### config.mk
export PLATFORM = sky130hd
export DESIGN_NAME = lip_div_stage
export DESIGN_NICKNAME = d
export VERILOG_FILES = /design/src/rtl/lip_pkg.sv /design/src/rtl/lip_div_stage.sv
export SDC_FILE = /design/constraint.sdc
export NUM_CORES = 1
export LEC_CHECK = 0
export ABC_CLOCK_PERIOD_IN_PS = 5400
export BUFFER_PORTS_ARGS = -buffer_cell sky130_fd_sc_hd__buf_2
export CAP_MARGIN = 20
export CORE_MARGIN = 2
export CORE_UTILIZATION = 35
export CTS_CLUSTER_DIAMETER = 60
export CTS_CLUSTER_SIZE = 28
export DETAILED_ROUTE_END_ITERATION = 8
export SETUP_SLACK_MARGIN = 0.1
export SLEW_MARGIN = 10
export SYNTH_ARGS = -nofsm -noshare
export SYNTH_HDL_FRONTEND = slang
export SYNTH_SLANG_ARGS = --single-unit
export TNS_END_PERCENT = 100
### constraint.sdc
create_clock -name clock -period 5.4 [get_ports clock]
set_clock_uncertainty 0.15 [all_clocks]
set_input_delay 0.27 -clock clock [delete_from_list [all_inputs] [get_ports clock]]
set_output_delay 0.27 -clock clock [all_outputs]
set_load 0.005 [all_outputs]
### src/rtl/lip_pkg.sv
// lip_pkg: widths, payload structs and division pipeline types for the
// line intersection point block. No dependencies.
`default_nettype none
package lip_pkg;

   // coordinate and intermediate widths
   localparam int CW = 16;                   // input coordinate width
   localparam int DFW = CW + 1;              // point difference
   localparam int PW = 2 * CW;               // coordinate product
   localparam int CRW = 2 * CW + 1;          // line cross term c1/c2
   localparam int DPW = 2 * DFW;             // difference product
   localparam int DENW = 2 * DFW + 1;        // shared denominator
   localparam int NPW = CRW + DFW;           // numerator product
   localparam int NUMW = NPW + 1;            // numerator
   localparam int OW = 32;                   // result coordinate width
   localparam int QB = OW + 1;               // quotient bits developed
   localparam int WW = DENW + QB + 1;        // compare width in the divider

   localparam logic [QB-1:0] Q_POS_MAX = QB'(33'h0_7FFF_FFFF);
   localparam logic [QB-1:0] Q_NEG_MAX = QB'(33'h0_8000_0000);
   localparam logic signed [OW-1:0] SAT_POS = 32'sh7FFF_FFFF;
   localparam logic signed [OW-1:0] SAT_NEG = 32'sh8000_0000;

   typedef struct packed {
      logic signed [CW-1:0] line_a_x0;
      logic signed [CW-1:0] line_a_y0;
      logic signed [CW-1:0] line_a_x1;
      logic signed [CW-1:0] line_a_y1;
      logic signed [CW-1:0] line_b_x0;
      logic signed [CW-1:0] line_b_y0;
      logic signed [CW-1:0] line_b_x1;
      logic signed [CW-1:0] line_b_y1;
   } req_type;

   typedef struct packed {
      logic signed [OW-1:0] cross_x;
      logic signed [OW-1:0] cross_y;
      logic                 is_parallel;
      logic                 did_saturate;
   } rsp_type;

   // state carried through the restoring divider
   typedef struct packed {
      logic [DENW-1:0] den;
      logic [NUMW-1:0] rem_x;
      logic [NUMW-1:0] rem_y;
      logic [QB-1:0]   q_x;
      logic [QB-1:0]   q_y;
      logic            neg_x;
      logic            neg_y;
      logic            ovf_x;
      logic            ovf_y;
      logic            par;
   } div_type;

endpackage
`default_nettype wire

### src/rtl/lip_div_stage.sv
// lip_div_stage: one registered restoring division step for both
// numerators against the shared denominator. Uses lip_pkg.
`default_nettype none
module lip_div_stage #(
   parameter int BIT = 0
) (
   input  wire logic            clock,
   input  wire logic            reset,
   input  wire logic            en,
   input  wire logic            in_valid,
   input  lip_pkg::div_type     in_data,
   output logic                 out_valid,
   output lip_pkg::div_type     out_data
);
   import lip_pkg::*;

   logic          v_ff;
   div_type       d_ff, d_in;
   logic [WW-1:0] dsh;
   logic          ge_x, ge_y;

   // shifted divisor against each partial remainder
   assign dsh  = WW'(in_data.den) << BIT;
   assign ge_x = WW'(in_data.rem_x) >= dsh;
   assign ge_y = WW'(in_data.rem_y) >= dsh;

   always_comb begin
      d_in = in_data;
      if (ge_x) begin
         d_in.rem_x    = in_data.rem_x - dsh[NUMW-1:0];
         d_in.q_x[BIT] = 1'b1;
      end
      if (ge_y) begin
         d_in.rem_y    = in_data.rem_y - dsh[NUMW-1:0];
         d_in.q_y[BIT] = 1'b1;
      end
   end

   always_ff @(posedge clock) begin
      if (reset) begin
         v_ff <= 1'b0;
      end else if (en) begin
         v_ff <= in_valid;
      end
   end

   always_ff @(posedge clock) begin
      if (en) begin
         d_ff <= d_in;
      end
   end

   assign out_valid = v_ff;
   assign out_data  = d_ff;

endmodule
`default_nettype wire

Yosys cells after proc, flatten, opt, wreduce, memory -nomap -nowiden
Index checks and enable logic that the tools add are counted.
{"block": "classes", "n_lt_le_gt_ge": 2, "addsub": 2, "n_mux": 2}
{"op": "51-bit by 35-bit greater-or-equal comparator with 1-bit output", "count": 2}
{"op": "51-bit two-way mux", "count": 2}
{"op": "51-bit by 35-bit subtractor with 51-bit output", "count": 2}
{"block": "word_totals", "inputBits": 212, "word_cells": 19, "ff_bits": 209, "output_inout_bits": 209}

Longest topological paths before layout
{"block": "logic_depth", "depth_word": 2, "ltp_mapped": 15, "depth_no_buf": 13}

Worst setup path after synthesis
Ideal clock, no wire load.
{"block": "synth_timing", "path_type": "input-to-reg", "from": "input in_data[111] (netlist name)", "to": "register d_ff, in the netlist out_data[77] (data pin)", "setup_ns": 0.260, "path_stages": 10, "arrival_time_ns": 3.200, "setup_slack_ns": 1.789, "path_buffers": 2, "t_required_ns": 4.990, "path_cell_list": "or4_4 > or4_4 > or4_4 > or4b_1 > nor3_1 > o21ai_1 > and3_1 > buf_6 > buf_6 > mux2_4"}
{"element": "start: declaration", "line_no": "lip_div_stage.sv:11", "rtl": "input lip_pkg::div_type in_data,"}
{"element": "end signal: assignment", "line_no": "lip_div_stage.sv:49", "rtl": "d_ff <= d_in;"}
{"element": "end: declaration", "line_no": "lip_div_stage.sv:18", "rtl": "div_type d_ff, d_in;"}

==> reports/results.ini <==
[synth]
ys.warnings.count = 0
async_reset_ff_share_pct = 0
synth_cell_type_count = 72
synth_nets = 1382
synth_edf_count = 208
yosysSeqAreaShare_pct = 51.1
synth_area_sq_mm = 0.0123
ys_ff_latch = 209
synth_flop_cell = edfxtp_1
syn_area_per_cell_sq_um = 11.2
syn_inst = 1098

[setup_path]
cp-end-kind = flip-flop
path_cells = dlygate4sd3_1 > buf_2 > or3_1 > or3_1 > or3_1 > or4_1 > or4_1 > nand3b_4 > nand3_1 > nor3_1 > xor2_1 > dlygate4sd3_1
critical-path-slowest-cell = dlygate4sd3_1
critPathLaunchType = input pin
critPathMaxStageDelay_ns = 0.57
crit_required_ns = 5.55
crit_top_cell = or3_1
crit_arrival_ns = 4.69
critPathKind = in -> reg
reg2reg_depth = 3
path_max_fanout = 26

[power]
power.density_mw_per_mm2 = 288
p_clk_share_pct = 36.5
switching_share_pct = 29.3
internal_power_uw = 3630
ir_drop_mv = 0.226
p_sw_uw = 1500
pwr-share-seq_pct = 40.0
pwr-share-comb_pct = 23.5
leakage_uw = 0.00775

[global_route]
globalRouteMet2Util_pct = 37.0
grt_busiest_layer = met2
grtUsageMet3_pct = 3.08
first_global_vias = 11200
antenna_found_initial = 3
grt.overflow.total = 0
grt_util_met1_pct = 28.2
grt_pass1_wl_microns = 61700
grt_use_total_pct = 21.8
grt_max_degree = 124

[clocking]
cts_root_buf = clkbuf_16
h-tree-depth = 1
cts_tree = yes
clockBufferDepth = 3
cts.sinks = 209
clkTransAtPathRegs_ns = 0.07
cts_resized = 0
clk_latency_ns = 0.55
cts_setup_buffers = 0
cts_buffers = 26

[layout]
final_cell_mix = buf_2, dlygate4sd3_1, edfxtp_1
utilization_pct = 51.7
n_fill_cell = 3132
layout-drive-gt1-share_pct = 29.7
syn2layout_area_growth_pct = 45.7
final_common_cell = buf_2
finalNetCount = 2002

[sta]
timing.slew.headroom_pct = 36.1
tns_ns = 0
maxSlewViolCount = 0
worst_slew_pin_slew_ns = 0.958
period_share_pct = 83.9
hold_viol = 0
rsz0062_at_grt = no
setup_violations = 0
fmax_ghz = 0.221
period_needed_ns = 4.53

[die]
die_width_microns = 191
core_sq_mm = 0.0345
start_util_pct = 35.5
num_io_pins = 421
fp-row-count = 68
die_area_sq_mm = 0.0365
die_y_microns = 191

[detailed_routing]
routedWlPerCell_microns = 18.8
vias = 11200
drtIter0Drc = 730
dr.pass1.iters = 5
drc = 0
vias_per_cell = 5.08
drt_wl_total_microns = 41300
drtAntennaViolNets = 0

[place]
dp_hpwl_microns = 31300
gp_congestion = 0.921
io_buffer_count = 420

[hold_path]
worstHoldPathCells = 3
hold_path_class = in -> reg

[run]
cap_violations = 0

[outcome]
outcome = complete, no violations

## worst max-delay path: cells and delay by family
kind	cells	cell delay, ns
xor+xnor	1	0.16
buf+inv	3	1.31
simple gates	8	2.94
## synthesized netlist by cell type, types with 12 or more instances
cell	instances	area, sq um
a31oi_1	12	75.1
and3_1	14	87.6
nand2_1	62	233
clkbuf_1	37	139
ha_1	70	876
nor3_1	28	140
nor2_1	82	308
edfxtp_1	208	6250
inv_1	57	214
xnor2_1	51	447
nand3_1	17	85.1
xor2_1	42	368
nand4_1	25	156
or3_1	13	81.3
a21o_1	32	240
mux2_4	27	405
o21bai_1	17	128
a21oi_1	116	581
o21ai_0	39	195
## state kept, by name, indices dropped and copies added, names as in the netlist
name       count
out_data     208
out_valid      1
## per-layer routing
layer  share of wire (%)  vias to the layer above
li1                    -                     5386
met3                 5.9                       80
met2                  48                      415
met4                 3.3                        0
met5                   0                        -
met1                  42                     5286
## worst paths after layout
check | from | endpoint | slack (ns)
worst max-delay path | in_data[158] | out_data[160] | 0.87
worst min-delay path | in_data[146] | out_data[146] | 0.03
worst max register to register | out_valid | out_valid | 4.09
worst min register to register | out_valid | out_valid | 0.95
## cell type report
cell class / count / area, sq um / share of cell area, %
flip-flops and latches: 209 / 6270 / 35.1
multi-input cells: 787 / 5570 / 31.2
repair buffers: 637 / 4270 / 23.9
clock buffers: 26 / 651 / 3.64
well taps: 455 / 569 / 3.19
clock inverters: 22 / 298 / 1.67
inverters: 57 / 214 / 1.20
diodes: 4 / 10.0 / 0.0561
## repair_timing
item,in CTS,in global routing
hold buffers,212,0
endpoints found under the hold margin,208,0
endpoints found under the setup margin,0,0
## cells by family after synthesis
group | after synthesis | share of synthesized area [%]
simple gates | 303 | 12.7
compound gates | 283 | 14.5
flops | 209 | 51.1
buf+inv | 102 | 3.40
xor+xnor | 93 | 6.65
fa+ha+maj | 72 | 7.47
mux | 36 | 4.13
## through the flow
stage | power [uW] | instance area (sq um) | hold WS [ns] | setup WS (ns) | instances
global placement | 3140 | 14800 | 0.279 | 1.07 | 1933
detailed placement | 3160 | 14800 | 0.281 | 1.03 | 1933
CTS | 5190 | 17800 | 0.00517 | 0.962 | 2193
floorplan | 2670 | 12300 | 0.192 | 1.79 | 1098
global route | 5380 | 17800 | 0.0361 | 0.616 | 2195
finish | 5130 | 17900 | 0.0304 | 0.867 | 2197
## power by group through the flow
stage / Sequential [uW] / Clock, uW / Combinational, uW
4_1_cts: 2050 / 1940 / 1200
2_1_floorplan: 2110 / 0 / 561
3_3_place_gp: 2080 / 0 / 1060
5_1_grt: 2070 / 1990 / 1320
6_report: 2050 / 1880 / 1210
3_5_place_dp: 2090 / 0 / 1070
(Power assumes the default switching activity.)
